### config.mk
export PLATFORM = sky130hd
export DESIGN_NAME = video_mosaic_window_layout
export DESIGN_NICKNAME = d
export VERILOG_FILES = /design/src/hdl/vmwl_pkg.sv /design/src/hdl/video_mosaic_window_layout.sv
export VERILOG_INCLUDE_DIRS = /design/src /design/src/hdl
export SDC_FILE = /design/constraint.sdc
export NUM_CORES = 1
export LEC_CHECK = 0
export ABC_AREA = 1
export BUFFER_PORTS_ARGS = -buffer_cell sky130_fd_sc_hd__buf_2
export CORE_MARGIN = 2
export CORE_UTILIZATION = 30
export CTS_CLUSTER_SIZE = 16
export DETAILED_ROUTE_END_ITERATION = 7
export SETUP_SLACK_MARGIN = 0.2
export SKIP_LAST_GASP = 1
export SLEW_MARGIN = 0
export SYNTH_ARGS = -nofsm -noshare
export SYNTH_HDL_FRONTEND = slang
export SYNTH_SLANG_ARGS = --single-unit
### constraint.sdc
create_clock -name clock -period 7.53 [get_ports clock]
set_input_delay 1.506 -clock clock [delete_from_list [all_inputs] [get_ports clock]]
set_output_delay 1.506 -clock clock [all_outputs]
set_load 0.01 [all_outputs]
### src/hdl/video_mosaic_window_layout_assert.svh
// assertion macros for the mosaic window layout block
// no dependencies; included by video_mosaic_window_layout, which checks itself
`ifndef VIDEO_MOSAIC_WINDOW_LAYOUT_ASSERT_SVH
`define VIDEO_MOSAIC_WINDOW_LAYOUT_ASSERT_SVH

// condition implies consequence in the same cycle
`define VMWL_ASSERT_NOW(label, clk, rst, ante, cons, msg) \
   label: assert property (@(posedge clk) disable iff (rst) (ante) |-> (cons)) \
      else $error(msg);

// condition implies consequence in the next cycle
`define VMWL_ASSERT_NEXT(label, clk, rst, ante, cons, msg) \
   label: assert property (@(posedge clk) disable iff (rst) (ante) |=> (cons)) \
      else $error(msg);

`endif

### src/hdl/vmwl_pkg.sv
// types, codes and layout tables for the mosaic window layout block
// no dependencies; used by video_mosaic_window_layout
`timescale 1ns / 1ps

package vmwl_pkg;

   localparam int MAX_WINDOWS = 36;
   localparam int DIM_W       = 12;
   localparam int POS_W       = 13;
   localparam int IDX_W       = 6;
   localparam int CELL_W      = 3;
   localparam int CSR_IDX_W   = 3;

   // divider steps, one quotient bit each
   localparam logic [3:0] DIV_LAST_STEP = 4'd11;

   localparam logic CMD_LIST = 1'b0;
   localparam logic CMD_HIT  = 1'b1;

   localparam logic [CSR_IDX_W-1:0] CSR_SCREEN_X      = 3'd0;
   localparam logic [CSR_IDX_W-1:0] CSR_SCREEN_Y      = 3'd1;
   localparam logic [CSR_IDX_W-1:0] CSR_SCREEN_WIDTH  = 3'd2;
   localparam logic [CSR_IDX_W-1:0] CSR_SCREEN_HEIGHT = 3'd3;
   localparam logic [CSR_IDX_W-1:0] CSR_MAX_CHANNELS  = 3'd4;

   localparam logic [3:0] MODE_DEFAULT = 4'd0;
   localparam logic [3:0] MODE_X1  = 4'd1;
   localparam logic [3:0] MODE_X4  = 4'd2;
   localparam logic [3:0] MODE_X6  = 4'd3;
   localparam logic [3:0] MODE_X8  = 4'd4;
   localparam logic [3:0] MODE_X9  = 4'd5;
   localparam logic [3:0] MODE_X13 = 4'd6;
   localparam logic [3:0] MODE_X16 = 4'd7;
   localparam logic [3:0] MODE_X25 = 4'd8;
   localparam logic [3:0] MODE_X36 = 4'd9;

   typedef enum logic [2:0] {
      ST_IDLE,
      ST_DIV_W,
      ST_DIV_H,
      ST_LIST,
      ST_HIT_CALC,
      ST_HIT_CMP
   } state_type;

   typedef struct packed {
      logic [CELL_W-1:0] cx;
      logic [CELL_W-1:0] cy;
      logic [CELL_W-1:0] span;
   } cell_type;

   // explicit divisions map straight through, the rest follow the channel count
   function automatic logic [3:0] resolve_mode(input logic [3:0] division,
                                               input logic [6:0] channels);
      logic [3:0] mode;
      if (division >= MODE_X1 && division <= MODE_X36) begin
         mode = division;
      end else if (channels <= 7'd1) begin
         mode = MODE_X1;
      end else if (channels <= 7'd4) begin
         mode = MODE_X4;
      end else if (channels <= 7'd9) begin
         mode = MODE_X9;
      end else if (channels <= 7'd16) begin
         mode = MODE_X16;
      end else if (channels <= 7'd25) begin
         mode = MODE_X25;
      end else if (channels <= 7'd36) begin
         mode = MODE_X36;
      end else begin
         mode = MODE_X4;
      end
      return mode;
   endfunction

   function automatic logic [CELL_W-1:0] rows_of(input logic [3:0] mode);
      logic [CELL_W-1:0] rows;
      case (mode)
         MODE_X1:  rows = 3'd1;
         MODE_X4:  rows = 3'd2;
         MODE_X6:  rows = 3'd3;
         MODE_X8:  rows = 3'd4;
         MODE_X9:  rows = 3'd3;
         MODE_X13: rows = 3'd4;
         MODE_X16: rows = 3'd4;
         MODE_X25: rows = 3'd5;
         MODE_X36: rows = 3'd6;
         default:  rows = 3'd1;
      endcase
      return rows;
   endfunction

   function automatic logic [IDX_W-1:0] wins_of(input logic [3:0] mode);
      logic [IDX_W-1:0] wins;
      case (mode)
         MODE_X1:  wins = 6'd1;
         MODE_X4:  wins = 6'd4;
         MODE_X6:  wins = 6'd6;
         MODE_X8:  wins = 6'd8;
         MODE_X9:  wins = 6'd9;
         MODE_X13: wins = 6'd13;
         MODE_X16: wins = 6'd16;
         MODE_X25: wins = 6'd25;
         MODE_X36: wins = 6'd36;
         default:  wins = 6'd1;
      endcase
      return wins;
   endfunction

   // one large window top left, five small ones around it
   function automatic cell_type six_cell(input logic [3:0] idx);
      cell_type c;
      case (idx)
         4'd0:    c = '{cx: 3'd0, cy: 3'd0, span: 3'd2};
         4'd1:    c = '{cx: 3'd2, cy: 3'd0, span: 3'd1};
         4'd2:    c = '{cx: 3'd2, cy: 3'd1, span: 3'd1};
         4'd3:    c = '{cx: 3'd0, cy: 3'd2, span: 3'd1};
         4'd4:    c = '{cx: 3'd1, cy: 3'd2, span: 3'd1};
         4'd5:    c = '{cx: 3'd2, cy: 3'd2, span: 3'd1};
         default: c = '{cx: 3'd0, cy: 3'd0, span: 3'd1};
      endcase
      return c;
   endfunction

   // one large window top left, seven small ones along right and bottom
   function automatic cell_type eight_cell(input logic [3:0] idx);
      cell_type c;
      case (idx)
         4'd0:    c = '{cx: 3'd0, cy: 3'd0, span: 3'd3};
         4'd1:    c = '{cx: 3'd3, cy: 3'd0, span: 3'd1};
         4'd2:    c = '{cx: 3'd3, cy: 3'd1, span: 3'd1};
         4'd3:    c = '{cx: 3'd3, cy: 3'd2, span: 3'd1};
         4'd4:    c = '{cx: 3'd0, cy: 3'd3, span: 3'd1};
         4'd5:    c = '{cx: 3'd1, cy: 3'd3, span: 3'd1};
         4'd6:    c = '{cx: 3'd2, cy: 3'd3, span: 3'd1};
         4'd7:    c = '{cx: 3'd3, cy: 3'd3, span: 3'd1};
         default: c = '{cx: 3'd0, cy: 3'd0, span: 3'd1};
      endcase
      return c;
   endfunction

   // one large window in the center, twelve small ones on the border
   function automatic cell_type thirteen_cell(input logic [3:0] idx);
      cell_type c;
      case (idx)
         4'd0:    c = '{cx: 3'd1, cy: 3'd1, span: 3'd2};
         4'd1:    c = '{cx: 3'd0, cy: 3'd0, span: 3'd1};
         4'd2:    c = '{cx: 3'd1, cy: 3'd0, span: 3'd1};
         4'd3:    c = '{cx: 3'd2, cy: 3'd0, span: 3'd1};
         4'd4:    c = '{cx: 3'd3, cy: 3'd0, span: 3'd1};
         4'd5:    c = '{cx: 3'd0, cy: 3'd1, span: 3'd1};
         4'd6:    c = '{cx: 3'd3, cy: 3'd1, span: 3'd1};
         4'd7:    c = '{cx: 3'd0, cy: 3'd2, span: 3'd1};
         4'd8:    c = '{cx: 3'd3, cy: 3'd2, span: 3'd1};
         4'd9:    c = '{cx: 3'd0, cy: 3'd3, span: 3'd1};
         4'd10:   c = '{cx: 3'd1, cy: 3'd3, span: 3'd1};
         4'd11:   c = '{cx: 3'd2, cy: 3'd3, span: 3'd1};
         4'd12:   c = '{cx: 3'd3, cy: 3'd3, span: 3'd1};
         default: c = '{cx: 3'd0, cy: 3'd0, span: 3'd1};
      endcase
      return c;
   endfunction

endpackage

### src/hdl/video_mosaic_window_layout.sv
// mosaic window layout: list window rectangles or hit-test a point
// depends on vmwl_pkg and video_mosaic_window_layout_assert.svh
`timescale 1ns / 1ps
// each transaction first runs the shared divider for cell width, then for cell height;
// then a list transaction gives one result per cycle, one for each window in order;
// a hit test walks the windows through a calc and a compare state each, its single result
// on the first hit or after the last window; one transaction at a time, busy until its
// last result is out; results are strobed for one cycle and cannot be stalled
// synchronous reset: registers go to 0,0,1920,1080,1 channels, block idle

module video_mosaic_window_layout #(
   parameter int MAX_WINDOWS = vmwl_pkg::MAX_WINDOWS
) (
   input  logic                              clock,
   input  logic                              reset,
   // command
   input  logic                              start,
   output logic                              busy,
   input  logic                              req_cmd,
   input  logic [3:0]                        req_division,
   input  logic signed [vmwl_pkg::POS_W-1:0] req_point_x,
   input  logic signed [vmwl_pkg::POS_W-1:0] req_point_y,
   // results
   output logic                              rsp_strobe,
   output logic [vmwl_pkg::IDX_W-1:0]        rsp_window_index,
   output logic                              rsp_hit,
   output logic [vmwl_pkg::POS_W-1:0]        rsp_win_x,
   output logic [vmwl_pkg::POS_W-1:0]        rsp_win_y,
   output logic [vmwl_pkg::DIM_W-1:0]        rsp_win_width,
   output logic [vmwl_pkg::DIM_W-1:0]        rsp_win_height,
   output logic                              rsp_last,
   // configuration
   input  logic                              csr_write_enable,
   input  logic [vmwl_pkg::CSR_IDX_W-1:0]    csr_index,
   input  logic [vmwl_pkg::DIM_W-1:0]        csr_write_data
);

`include "video_mosaic_window_layout_assert.svh"

   localparam int DW = vmwl_pkg::DIM_W;
   localparam int PW = vmwl_pkg::POS_W;
   localparam int IW = vmwl_pkg::IDX_W;
   localparam int CW = vmwl_pkg::CELL_W;
   localparam int PRODW = DW + CW;

   // configuration registers
   logic [DW-1:0] screen_x_ff, screen_y_ff, screen_width_ff, screen_height_ff;
   logic [6:0]    max_channels_ff;

   // control
   vmwl_pkg::state_type state_ff, state_in;
   logic [3:0]          div_cnt_ff, div_cnt_in;
   logic [IW-1:0]       idx_ff, idx_in;
   logic [CW-1:0]       col_ff, col_in, row_ff, row_in;
   logic                rsp_strobe_ff, rsp_strobe_in;

   // transaction and datapath
   logic                       cmd_ff, cmd_in;
   logic [3:0]                 mode_ff, mode_in;
   logic signed [PW-1:0]       px_ff, px_in, py_ff, py_in;
   logic [CW-1:0]              quo_rem_ff, quo_rem_in;
   logic [DW-1:0]              quo_ff, quo_in;
   logic [DW-1:0]              cw_ff, cw_in, ch_ff, ch_in;
   logic [PRODW-1:0]           rx_ff, rx_in, ry_ff, ry_in;
   logic [PRODW:0]             rx_end_ff, rx_end_in, ry_end_ff, ry_end_in;

   // result registers
   logic [IW-1:0] rsp_index_ff, rsp_index_in;
   logic          rsp_hit_ff, rsp_hit_in, rsp_last_ff, rsp_last_in;
   logic [PW-1:0] rsp_x_ff, rsp_x_in, rsp_y_ff, rsp_y_in;
   logic [DW-1:0] rsp_w_ff, rsp_w_in, rsp_h_ff, rsp_h_in;

   logic                accept;
   logic [CW-1:0]       rows;
   logic [IW-1:0]       count;
   logic                last_win;
   logic [CW:0]         div_trial;
   logic                div_bit;
   logic [CW-1:0]       div_rem_next;
   logic [DW-1:0]       div_quo_next;
   logic [DW-1:0]       div_even;
   vmwl_pkg::cell_type  win_cell;
   logic [PRODW-1:0]    geo_x, geo_y, geo_w, geo_h;
   logic signed [PRODW+1:0] px_ext, py_ext;
   logic                pt_hit;

   assign accept   = start && (state_ff == vmwl_pkg::ST_IDLE);
   assign busy     = (state_ff != vmwl_pkg::ST_IDLE);
   assign rows     = vmwl_pkg::rows_of(mode_ff);
   assign count    = vmwl_pkg::wins_of(mode_ff);
   assign last_win = ((idx_ff + 6'd1) == count);

   // shared restoring divider step, one quotient bit per cycle
   assign div_trial    = {quo_rem_ff, quo_ff[DW-1]};
   assign div_bit      = (div_trial >= {1'b0, rows});
   assign div_rem_next = div_bit ? CW'(div_trial - {1'b0, rows}) : div_trial[CW-1:0];
   assign div_quo_next = {quo_ff[DW-2:0], div_bit};
   assign div_even     = {div_quo_next[DW-1:1], 1'b0};

   // cell position of the current window
   always_comb begin
      case (mode_ff)
         vmwl_pkg::MODE_X6:  win_cell = vmwl_pkg::six_cell(idx_ff[3:0]);
         vmwl_pkg::MODE_X8:  win_cell = vmwl_pkg::eight_cell(idx_ff[3:0]);
         vmwl_pkg::MODE_X13: win_cell = vmwl_pkg::thirteen_cell(idx_ff[3:0]);
         default:            win_cell = '{cx: col_ff, cy: row_ff, span: 3'd1};
      endcase
   end

   // window geometry unit, shared by list and hit test
   assign geo_x = PRODW'(screen_x_ff) + cw_ff * win_cell.cx;
   assign geo_y = PRODW'(screen_y_ff) + ch_ff * win_cell.cy;
   assign geo_w = cw_ff * win_cell.span;
   assign geo_h = ch_ff * win_cell.span;

   // half-open containment test on the registered rectangle
   assign px_ext = (PRODW + 2)'(px_ff);
   assign py_ext = (PRODW + 2)'(py_ff);
   assign pt_hit = (px_ext >= $signed({2'b00, rx_ff})) &&
                   (px_ext <  $signed({1'b0, rx_end_ff})) &&
                   (py_ext >= $signed({2'b00, ry_ff})) &&
                   (py_ext <  $signed({1'b0, ry_end_ff}));

   // next state
   always_comb begin
      state_in = state_ff;
      case (state_ff)
         vmwl_pkg::ST_IDLE: begin
            if (start) state_in = vmwl_pkg::ST_DIV_W;
         end
         vmwl_pkg::ST_DIV_W: begin
            if (div_cnt_ff == vmwl_pkg::DIV_LAST_STEP) state_in = vmwl_pkg::ST_DIV_H;
         end
         vmwl_pkg::ST_DIV_H: begin
            if (div_cnt_ff == vmwl_pkg::DIV_LAST_STEP) begin
               state_in = (cmd_ff == vmwl_pkg::CMD_LIST) ? vmwl_pkg::ST_LIST
                                                         : vmwl_pkg::ST_HIT_CALC;
            end
         end
         vmwl_pkg::ST_LIST: begin
            if (last_win) state_in = vmwl_pkg::ST_IDLE;
         end
         vmwl_pkg::ST_HIT_CALC: begin
            state_in = vmwl_pkg::ST_HIT_CMP;
         end
         vmwl_pkg::ST_HIT_CMP: begin
            if (pt_hit || last_win) state_in = vmwl_pkg::ST_IDLE;
            else                    state_in = vmwl_pkg::ST_HIT_CALC;
         end
         default: state_in = vmwl_pkg::ST_IDLE;
      endcase
   end

   // datapath and result controls
   always_comb begin
      cmd_in        = cmd_ff;
      mode_in       = mode_ff;
      px_in         = px_ff;
      py_in         = py_ff;
      div_cnt_in    = div_cnt_ff;
      quo_rem_in    = quo_rem_ff;
      quo_in        = quo_ff;
      cw_in         = cw_ff;
      ch_in         = ch_ff;
      idx_in        = idx_ff;
      col_in        = col_ff;
      row_in        = row_ff;
      rx_in         = rx_ff;
      ry_in         = ry_ff;
      rx_end_in     = rx_end_ff;
      ry_end_in     = ry_end_ff;
      rsp_strobe_in = 1'b0;
      rsp_index_in  = rsp_index_ff;
      rsp_hit_in    = rsp_hit_ff;
      rsp_last_in   = rsp_last_ff;
      rsp_x_in      = rsp_x_ff;
      rsp_y_in      = rsp_y_ff;
      rsp_w_in      = rsp_w_ff;
      rsp_h_in      = rsp_h_ff;
      case (state_ff)
         vmwl_pkg::ST_IDLE: begin
            if (start) begin
               cmd_in     = req_cmd;
               mode_in    = vmwl_pkg::resolve_mode(req_division, max_channels_ff);
               px_in      = req_point_x;
               py_in      = req_point_y;
               div_cnt_in = '0;
               quo_rem_in = '0;
               quo_in     = screen_width_ff;
            end
         end
         vmwl_pkg::ST_DIV_W: begin
            div_cnt_in = div_cnt_ff + 4'd1;
            quo_rem_in = div_rem_next;
            quo_in     = div_quo_next;
            if (div_cnt_ff == vmwl_pkg::DIV_LAST_STEP) begin
               cw_in      = div_even;
               div_cnt_in = '0;
               quo_rem_in = '0;
               quo_in     = screen_height_ff;
            end
         end
         vmwl_pkg::ST_DIV_H: begin
            div_cnt_in = div_cnt_ff + 4'd1;
            quo_rem_in = div_rem_next;
            quo_in     = div_quo_next;
            if (div_cnt_ff == vmwl_pkg::DIV_LAST_STEP) begin
               ch_in  = div_even;
               idx_in = '0;
               col_in = '0;
               row_in = '0;
            end
         end
         vmwl_pkg::ST_LIST: begin
            rsp_strobe_in = 1'b1;
            rsp_index_in  = idx_ff;
            rsp_hit_in    = 1'b1;
            rsp_last_in   = last_win;
            rsp_x_in      = geo_x[PW-1:0];
            rsp_y_in      = geo_y[PW-1:0];
            rsp_w_in      = geo_w[DW-1:0];
            rsp_h_in      = geo_h[DW-1:0];
         end
         vmwl_pkg::ST_HIT_CALC: begin
            rx_in     = geo_x;
            ry_in     = geo_y;
            rx_end_in = {1'b0, geo_x} + {1'b0, geo_w};
            ry_end_in = {1'b0, geo_y} + {1'b0, geo_h};
         end
         vmwl_pkg::ST_HIT_CMP: begin
            if (pt_hit || last_win) begin
               rsp_strobe_in = 1'b1;
               rsp_index_in  = pt_hit ? idx_ff : count;
               rsp_hit_in    = pt_hit;
               rsp_last_in   = 1'b1;
               rsp_x_in      = '0;
               rsp_y_in      = '0;
               rsp_w_in      = '0;
               rsp_h_in      = '0;
            end
         end
         default: begin
            rsp_strobe_in = 1'b0;
         end
      endcase
      // window walk, column and row for the plain grid modes
      if (state_ff == vmwl_pkg::ST_LIST ||
          (state_ff == vmwl_pkg::ST_HIT_CMP && !pt_hit && !last_win)) begin
         idx_in = idx_ff + 6'd1;
         if ((col_ff + 3'd1) == rows) begin
            col_in = '0;
            row_in = row_ff + 3'd1;
         end else begin
            col_in = col_ff + 3'd1;
         end
      end
   end

   // control and configuration registers
   always_ff @(posedge clock) begin
      if (reset) begin
         state_ff         <= vmwl_pkg::ST_IDLE;
         rsp_strobe_ff    <= 1'b0;
         screen_x_ff      <= '0;
         screen_y_ff      <= '0;
         screen_width_ff  <= 12'd1920;
         screen_height_ff <= 12'd1080;
         max_channels_ff  <= 7'd1;
      end else begin
         state_ff      <= state_in;
         rsp_strobe_ff <= rsp_strobe_in;
         if (csr_write_enable) begin
            case (csr_index)
               vmwl_pkg::CSR_SCREEN_X:      screen_x_ff      <= csr_write_data;
               vmwl_pkg::CSR_SCREEN_Y:      screen_y_ff      <= csr_write_data;
               vmwl_pkg::CSR_SCREEN_WIDTH:  screen_width_ff  <= csr_write_data;
               vmwl_pkg::CSR_SCREEN_HEIGHT: screen_height_ff <= csr_write_data;
               vmwl_pkg::CSR_MAX_CHANNELS:  max_channels_ff  <= csr_write_data[6:0];
               default: begin
               end
            endcase
         end
      end
   end

   // payload registers
   always_ff @(posedge clock) begin
      cmd_ff       <= cmd_in;
      mode_ff      <= mode_in;
      px_ff        <= px_in;
      py_ff        <= py_in;
      div_cnt_ff   <= div_cnt_in;
      quo_rem_ff   <= quo_rem_in;
      quo_ff       <= quo_in;
      cw_ff        <= cw_in;
      ch_ff        <= ch_in;
      idx_ff       <= idx_in;
      col_ff       <= col_in;
      row_ff       <= row_in;
      rx_ff        <= rx_in;
      ry_ff        <= ry_in;
      rx_end_ff    <= rx_end_in;
      ry_end_ff    <= ry_end_in;
      rsp_index_ff <= rsp_index_in;
      rsp_hit_ff   <= rsp_hit_in;
      rsp_last_ff  <= rsp_last_in;
      rsp_x_ff     <= rsp_x_in;
      rsp_y_ff     <= rsp_y_in;
      rsp_w_ff     <= rsp_w_in;
      rsp_h_ff     <= rsp_h_in;
   end

   assign rsp_strobe       = rsp_strobe_ff;
   assign rsp_window_index = rsp_index_ff;
   assign rsp_hit          = rsp_hit_ff;
   assign rsp_last         = rsp_last_ff;
   assign rsp_win_x        = rsp_x_ff;
   assign rsp_win_y        = rsp_y_ff;
   assign rsp_win_width    = rsp_w_ff;
   assign rsp_win_height   = rsp_h_ff;

   // checks
   `VMWL_ASSERT_NEXT(a_no_result_after_accept, clock, reset, accept, !rsp_strobe_ff, "result right after accept")
   `VMWL_ASSERT_NOW(a_miss_is_last, clock, reset, rsp_strobe_ff && !rsp_hit_ff, rsp_last_ff, "miss result not marked last")
   `VMWL_ASSERT_NEXT(a_list_in_order, clock, reset, rsp_strobe_ff && !rsp_last_ff, rsp_strobe_ff && (rsp_index_ff == ($past(rsp_index_ff) + 6'd1)), "list results not consecutive")
   `VMWL_ASSERT_NOW(a_index_in_range, clock, reset, rsp_strobe_ff, {26'd0, rsp_index_ff} <= MAX_WINDOWS, "window index out of range")

endmodule

Word level (Yosys, flattened, before mapping)
Memories as Yosys holds them, arrays and structs flattened. A register that Yosys moved wholly into a read port is not among the register bits. Index checks and enable logic that the tools add are counted.

ROM bits: 280. Register bits after elaboration: 263. Word-level logic and storage cells: 172. Output and inout bits: 60. Memories kept: 4.

$lt $le $gt $ge: 13. Mux-type cells: 57. Multiply operators: 4. Equality and inequality tests: 25. Reduce and logical (&&, ||, !) cells: 30. Add/subtract/negate cells: 9.

Memories: (no name shown) (words 16, width 6, read ports 1, clocked after memory_dff 1, wr ports 0, RTL line vmwl_pkg.sv:145) `case (idx)`; (no name shown) (words 16, width 6, read ports 1, clocked after memory_dff 1, wr ports 0, RTL line vmwl_pkg.sv:95) `case (mode)`; (no name shown) (words 16, width 3, read ports 1, clocked after memory_dff 1, wr ports 0, RTL line vmwl_pkg.sv:78) `case (mode)`; (no name shown) (words 8, width 5, read ports 1, clocked after memory_dff 1, wr ports 0, RTL line vmwl_pkg.sv:128) `case (idx)`.

Operators with widths (count): $mul 11x3->14 (4); $mux 3 (18); $pmux 13 s2 (2); $mux 4 (12); $pmux 12 s2 (2); $pmux 8 s6 (1); $mux 12 (3); $pmux 12 s3 (1); $lt 13x17->1 (2); $add 15x15->16 (2); $ge 13x16->1 (2); $add 12x15->15 (2); $mux 6 (5); $pmux 9 s3 (1); $reduce_and 2->1 (11); $pmux 3 s6 (1); $eq 4x3->1 const B (4); $le 7x5->1 const B (2); $mux 13 (1); $eq 3x2->1 const B (4); $eq 4x2->1 const B (3); $pmux 4 s3 (1); $pmux 6 s2 (1); $ne 2x2->1 const B (5); other kinds (29) (48).

Depth between registers and ports, before layout
Gate-level depths: netlist (run 1).

Depth after elaboration: 11. Gate-level depth with buffers: 38. Depth with buffers taken out: 38.

Worst setup path after synthesis (run 1)
Ideal clock, no wire load.

Path type: flip-flop to flip-flop. Start: register mode_ff[3]. End: register ry_end_ff[14] (data pin). Data required time: 7.262 ns. Cell stages (with the launch flop): 35. Data arrival time: 5.547 ns. Path slack: 1.715 ns. Buffers on the path: 0. Cell sequence: edfxtp_1 > nor4_1 > inv_1 > nand2_1 > o2111ai_1 > o21ai_0 > clkinv_1 > nand2_1 > fa_1 > inv_1 > ha_1 > a21oi_1 > o21ai_0 > a21oi_1 > nor2_1 > nor2_1 > xor2_1 > inv_1 > ha_1 > nand2_1 > nor3_1 > nand2_1 > o211ai_1 > nand3_1 > nand2_1 > nand2_1 > nand2_1 > nand2_1 > xnor2_1 > ha_1 > a21o_1 > a31oi_1 > o21ai_0 > nor2_1 > xnor3_1.

Cells in the longest elaborated chain, start to end: 5. Elaborated cells on any way between the ends: 8.

RTL lines: from (decl) (RTL line video_mosaic_window_layout.sv:59) `logic [3:0] mode_ff, mode_in;`; from (signal assigned) (RTL line video_mosaic_window_layout.sv:289) `mode_ff <= mode_in;`; $eq 4x3->1 / $eq 4x2->1 (equally long branches) (RTL line video_mosaic_window_layout.sv:102) `case (mode_ff)`; $pmux 9 s3 * (RTL line video_mosaic_window_layout.sv:102); $mul 11x3->14 * (RTL line video_mosaic_window_layout.sv:112) `assign geo_y = PRODW'(screen_y_ff) + ch_ff * win_cell.cy;`; $add 12x15->15 * (RTL line video_mosaic_window_layout.sv:112); via geo_y[13] (RTL line video_mosaic_window_layout.sv:83) `logic [PRODW-1:0] geo_x, geo_y, geo_w, geo_h;`; $add 15x15->16 * (RTL line video_mosaic_window_layout.sv:228) `ry_end_in = {1'b0, geo_y} + {1'b0, geo_h};`; to (signal assigned) (RTL line video_mosaic_window_layout.sv:303) `ry_end_ff <= ry_end_in;`; to (decl) (RTL line video_mosaic_window_layout.sv:65) `logic [PRODW:0] rx_end_ff, rx_end_in, ry_end_ff, ry_end_in;`.

Mark *: on every way through the listed nets, which the timed path passes. The rest lies on a longest branch. A chain may end at the register's enable or synchronous reset.

Final worst setup path (run 1)
Start: register idx_ff[0]. End: register ry_end_ff[15] (data pin).

Cells in the longest elaborated chain, start to end: 6. Elaborated cells on any way between the ends: 12.

RTL lines: from (decl) (RTL line video_mosaic_window_layout.sv:53) `logic [IW-1:0] idx_ff, idx_in;`; from (signal assigned) (RTL line video_mosaic_window_layout.sv:297) `idx_ff <= idx_in;`; $eq 4x3->1 (tied with other cells) (RTL line vmwl_pkg.sv:113) `case (idx)`; $pmux 8 s6 * (RTL line vmwl_pkg.sv:113); $pmux 9 s3 * (RTL line video_mosaic_window_layout.sv:102); $mul 11x3->14 * (RTL line video_mosaic_window_layout.sv:112); $add 12x15->15 * (RTL line video_mosaic_window_layout.sv:112); via geo_y[8] (RTL line video_mosaic_window_layout.sv:83); $add 15x15->16 * (RTL line video_mosaic_window_layout.sv:228).

Marked as above.

==> results.md, run 1 <==
- Non-Filler Instances: about 2900
- Top-area cell type share of the netlist area: approximately 34%
- Ys flop type: edfxtp_1
- Post-Route Skew: between 0.015 and 0.02 ns
- Post-DR vias/cell: ~4.6
- Initial antenna violation count: 0
- FMAX: 150 MHz
- Fin util: about a third
- Layout area overhead: 14.7%
- Type of the worst setup path: reg -> reg
- Crit-path max FO: 9
- # placed instances: slightly below 3000
- Final Cycle Share: 88.6%
- Clock Tree Root: clkbuf_16
- Top post-synthesis cells by count: nand2_1 (378), inv_1 (377), nor2_1 (259), edfxtp_1 (197), ha_1 (192)
- Cell variety after synth: 53
- Iter 0 DRT Violations: 790
- Fin area: roughly 20000 um^2
- Number of diodes: 0
- PortBufs: 107
- Slew of the pin with the lowest slew margin: 1.09 ns
- Post-Syn Area: 17500 um^2
- DP HPWL: between 30000 and 40000 um
- Die W: 246 um
- First-pass DRT Iterations: 5
- Final ANT Viol Nets: 0
- Fraction of registers with async set/reset: 0%
- Hold Buf Count CTS: 0
- Setup TNS: 0 ns
- Core area: 57700 um^2
- Post-layout minimum cycle time: 6.67 ns
- Hold Path Class: reg -> reg
- H-tree Lvls: 1
- CP arrival: about 7 ns
- CP peak stage delay: ~0.52 ns
- WP data required: 7.87 ns
- Final Hold Fails: 0
- CTS Buf Count: 31
- CTS sink count: approximately 280
- Wire per inst: between 10 and 15 um
- Post-synth top area cell: edfxtp_1
- Kind of cell adding the most delay to the critical path: compound AO/OA/AOI/OAI gates
- Avg Synthesized Cell Area: 8.59 um^2
- Cells after Synth: 2039
- EDFF count, synth: 197
- Vias in the first global route: ~14000
- GRT Util Overall: ~15%
- Clk_lat worst skew: around 0.6 ns
- Grt total ovfl: 0
- Largest net degree at the start of global routing: 62
- Die Ht: 246 um
- First-pass GRT wire length: slightly above 70000 um
- Leakage: ~10 nW
- Layout cells sized above 1: slightly below 9%
- Yosys warning count: 0
- Vias: 13600
- Crit-path slowest cell: edfxtp_1
- Final Max Tran Viols: 0
- Status: completed
- Drc violations: 0
- Critical path's most frequent cell: inv_1
- Final wirelength: roughly 44000 um
- Register area share after synthesis: 43.1%
- Post-Place Cell Area: between 15000 and 20000 um^2
- Pwr per Cell Area: 362 nW/um^2
- Initial Utilization: 30.4%
- Final #Nets: 2427
- Max-cap violations: 0
- Die area: 60300 um^2
- Rows: 88
- Most common cell in the synthesized netlist: nand2_1
- I/O pins: 110
- Unrepaired setup endpoints after global routing: no
- Type of element launching the critical path: register
- TritonCTS clock tree: built
- Worst relative slew slack: between 20% and 30%
- Top cells by area in the synthesized netlist: edfxtp_1 (34%), ha_1 (14%), dfxtp_1 (9.4%)
- #FFs+latches synth: between 200 and 300
- CTS Buffer Depth: 3
- Maximum VDD drop: 0.157 mV
- Setup Viol. Count Final: 0
- CP Capture Type: register
- Clk pin slew, worst setup/hold paths: ~0.07 ns
- Final GP Congestion: approximately 0.89
- Buf+Inv Stages, Crit Path: 6
power breakdown:
part	switching (mW)	internal, mW	total [mW]
Sequential	0.138	2.13	2.26
Clock	0.664	0.981	1.65
Combinational	2.15	1.21	3.36
Total	2.95	4.32	7.27
cell type report:
cell class | instances | area [um^2]
clock buffers | 35 | 843
clock inverters | 23 | 272
fillers | 5933 | 37600
inverters | 384 | 1440
multi-input cells | 1345 | 8410
flip-flops and latches | 279 | 7560
well taps | 765 | 957
repair buffers | 117 | 611
metal layers:
layer,vias up,track usage [%],share of wire [%]
met5,-,0,0
met4,0,4.47,2.7
met3,70,2.25,5.4
met2,303,25.0,46
met1,6357,18.9,46
li1,6835,-,-
what timing repair did:
item / in CTS / in global routing
hold endpoints to repair: 0 / 0
gates resized for setup: 0 / 2
setup endpoints to repair: 0 / 3
buffers inserted: 0 / 0
cells by family after synthesis:
logic type / Yosys count / share of synthesized area [%]
xor gates and xnor gates: 81 / 4.17
buffers and inverters: 416 / 9.03
and+or+nand+nor: 761 / 17.7
AOI/OAI and AO/OA: 282 / 9.14
adders and majority gates: 219 / 16.8
DFF: 279 / 43.1
other: 1 / 0.0214
cell usage in the layout, fill, tap and decap left out, types with 4 or more instances in the layout:
master	synthesis	final
o21ai_0	102	102
o21bai_1	14	14
a21oi_1	109	109
inv_1	377	377
nand3_1	59	59
nor2_1	259	258
xnor2_1	18	18
xor2_1	61	61
clkbuf_16	0	33
nor3_1	24	23
dfxtp_1	82	82
nand2_1	378	377
nand4_1	11	11
a21o_1	12	12
clkinv_2	0	5
a31oi_1	4	4
buf_4	3	10
ha_1	192	192
o21a_1	5	5
buf_2	1	107
edfxtp_1	197	197
clkinv_1	5	9
o211ai_1	7	7
a221oi_1	12	12
fa_1	27	27
bufinv_16	0	5
or2_2	4	4
flip-flops by register name, indices dropped and copies added (netlist names), 6 cells and up, named ones only:
signal            cells
ch_ff                11
count                 6
cw_ff                11
idx_ff                6
max_channels_ff       7
px_ff                13
py_ff                13
quo_ff               12
rsp_win_height       11
rsp_win_width        11
rsp_win_x            13
rsp_win_y            13
rsp_window_index      6
rx_end_ff            15
rx_ff                15
ry_end_ff            15
ry_ff                15
screen_height_ff     12
screen_width_ff      12
screen_x_ff          12
screen_y_ff          12
tightest hold or removal path, cell delays in order (launching register included):
cell and delay (ns):
dfxtp_1 0.33, nand2_1 0.05, nand3_1 0.05
worst paths after layout:
check | from | end | slack [ns] | cells past startpoint
max | idx_ff[0] | ry_end_ff[15] | 0.86 | 31
min | screen_height_ff[5] | screen_height_ff[5] | 0.46 | 2
max reg2reg | idx_ff[0] | ry_end_ff[15] | 0.86 | 31
min reg2reg | screen_height_ff[5] | screen_height_ff[5] | 0.46 | 2
stage by stage:
stage	hold slack (ns)	setup WS (ns)	total power, mW
after floorplan	0.425	1.72	4.75
after global placement	0.438	0.789	5.57
after detailed placement	0.448	0.679	5.65
after CTS	0.465	0.627	7.34
after global routing	0.488	0.222	7.91
final	0.464	0.857	7.27
(Power assumes the default switching activity.)
==> run 2, diff against run 1 <==
--- a/config.mk
+++ b/config.mk
@@ -12,6 +12,7 @@
 export CORE_UTILIZATION = 30
 export CTS_CLUSTER_SIZE = 16
 export DETAILED_ROUTE_END_ITERATION = 7
+export REMOVE_ABC_BUFFERS = 1
 export SETUP_SLACK_MARGIN = 0.2
 export SKIP_LAST_GASP = 1
 export SLEW_MARGIN = 0
==> run 2 against run 1 <==
Global-route usage shrank 0.24 points. Maximum frequency grew 1.9%. Sequential cell count is the same. Hold slack gained 0.0018 ns. Highest routed layer unchanged.
==> results.md, run 2 (synthesis results as in run 1) <==
- PortBufs: around 110
- Initial Utilization: between 30% and 40%
- Int Power: 4.37 mW
- Sw frac: 40.3%
- Type of the worst setup path: reg -> reg
- CP arrival: a little under 7 ns
- WP data required: between 7 and 8 ns
- Post-layout minimum cycle time: 6.55 ns
- Critical path's most frequent cell: nand2_1
- Multi-input combinational cell area: around 8400 um^2
- FMAX: 153 MHz
- Seq. cell area: about 7600 um^2
- Worst reg2reg path depth: 36
- Critical Path Sink: ry_end_ff[14]
- DP HPWL: 33200 um
- First-pass DRT Iterations: 5
- Setup Viol. Count Final: 0
- Worst r2r dst: ry_end_ff[14]
- CTS Buf Count: 35
- Layout cells sized above 1: roughly 9.0%
- Crit-path max FO: 9
- Final ANT Viol Nets: 0
- Die area: between 60000 and 70000 um^2
- Setup TNS: 0 ns
- Die Ht: between 200 and 250 um
- H-tree Lvls: 2
- CP startpoint: idx_ff[0]
- Rows: slightly below 90
- GRT Util Overall: ~14%
- Reg-to-reg slack, setup: slightly below 1 ns
- Grt total ovfl: 0
- Type of element launching the critical path: register
- Drc violations: 0
- Wire per inst: ~15 um
- Crit-path slowest cell: edfxtp_1
- Pwr per Cell Area: approximately 360 nW/um^2
- Maximum VDD drop: 0.184 mV
- Final Hold Fails: 0
- Slew of the pin with the lowest slew margin: about 1.3 ns
- CP peak stage delay: between 0.5 and 0.6 ns
- Core area: ~58000 um^2
- Clock Tree Root: clkbuf_16
- Final GP Congestion: slightly below 0.9
- Number of diodes: 0
- Final #Nets: around 2400
- Fill cell count: between 5000 and 6000
- CTS Buffer Depth: 3
- Unrepaired setup endpoints after global routing: no
- Clk pin slew, worst setup/hold paths: approximately 0.06 ns
- Hold Buf Count CTS: 0
- Hold Path Class: reg -> reg
- Most frequent cells in the layout: inv_1 (377), nand2_1 (377), nor2_1 (258)
- Post-DR vias/cell: around 4.6
- Max-cap violations: 0
- TritonCTS clock tree: built
- Initial antenna violation count: 0
- Clock power share: 23.7%
- Leakage: around 10 nW
- Iter 0 DRT Violations: slightly above 1000
- I/O pins: between 100 and 150
- Worst reg2reg path startpoint: idx_ff[0]
- Setup bufs post-CTS: 0
- Vias in the first global route: approximately 13000
- Final Max Tran Viols: 0
- CP Capture Type: register
- First-pass GRT wire length: 68800 um
- Layout area overhead: 14.9%
- Comb power frac: around 45%
- Final Cycle Share: 87.0%
- Die W: 246 um
- Post-Route Skew: roughly 0.019 ns
- Clk_lat worst skew: ~0.55 ns
- Status: completed
- Worst relative slew slack: 13.0%
- Largest net degree at the start of global routing: 62
- CTS sink count: between 200 and 300
- Final wirelength: roughly 43000 um
- Total power: 7.31 mW
- Psw: ~2.9 mW
- Sequential share of power: between 30% and 40%
- Vias: between 10000 and 15000
==> run 2: how the worst min path moves through the flow <==
stage / cells past startpoint / start / slack (ns) / endpoint
floorplan: 0 / screen_x_ff[0] / 0.43 / rx_ff[0]
global placement: 2 / screen_height_ff[5] / 0.44 / screen_height_ff[5]
detailed placement: 2 / screen_height_ff[4] / 0.45 / screen_height_ff[4]
CTS: 2 / screen_height_ff[4] / 0.47 / screen_height_ff[4]
global route: 2 / screen_width_ff[7] / 0.49 / screen_width_ff[7]
finish: 2 / screen_height_ff[4] / 0.47 / screen_height_ff[4]
==> run 2: per-layer routing <==
| layer | up-vias | GRT usage, % | part of all wire, % |
|---|---|---|---|
| met2 | 316 | 23.5 | 46 |
| met1 | 6261 | 19.3 | 47 |
| met3 | 65 | 2.06 | 4.8 |
| met4 | 0 | 5.13 | 2.6 |
| met5 | - | 0 | 0 |
| li1 | 6864 | - | - |
==> run 2: cell type report <==
type	count	share of cell area [%]
sequential	279	37.5
clock buffer	39	4.43
timing repair buffer	115	2.96
tap	765	4.76
clock inverter	24	1.37
inverter	384	7.16
multi-input combinational	1345	41.8
==> run 2: critical path: cells and delay by family (launching register included) <==
family                   cells  cell delay, ns
adder cells (fa/ha/maj)      5            1.66
XOR/XNOR                     3            0.74
AO/OA/AOI/OAI                8            1.46
buffers and inverters        6            0.62
AND/OR/NAND/NOR             14            1.29
flip-flops                   1            0.51
==> run 2: timing repair <==
| action | CTS | global route |
|---|---|---|
| gates resized for setup | 0 | 2 |
| hold endpoints to repair | 0 | 0 |
| endpoints found under the setup margin | 0 | 4 |
==> run 2: power groups by stage <==
stage	combinational, mW	clock (mW)	sequential (mW)
6_report	3.32	1.73	2.26
5_1_grt	3.83	1.83	2.29
4_1_cts	3.33	1.78	2.26
3_5_place_dp	3.31	0	2.29
3_3_place_gp	3.21	0	2.29
2_1_floorplan	2.49	0	2.25
==> run 2: through the flow <==
| step | area, um^2 | hold slack [ns] | setup WS [ns] | util (%) | cells |
|---|---|---|---|---|---|
| after floorplan | 17400 | 0.425 | 1.72 | - | 2008 |
| after CTS | 20100 | 0.466 | 0.721 | 34.9 | 2951 |
| after global routing | 20100 | 0.488 | 0.258 | 34.9 | 2951 |
| final | 20100 | 0.466 | 0.980 | 34.9 | 2951 |
| after global placement | 19000 | 0.440 | 0.917 | 32.9 | 2888 |
| after detailed placement | 19000 | 0.453 | 0.769 | 32.9 | 2888 |
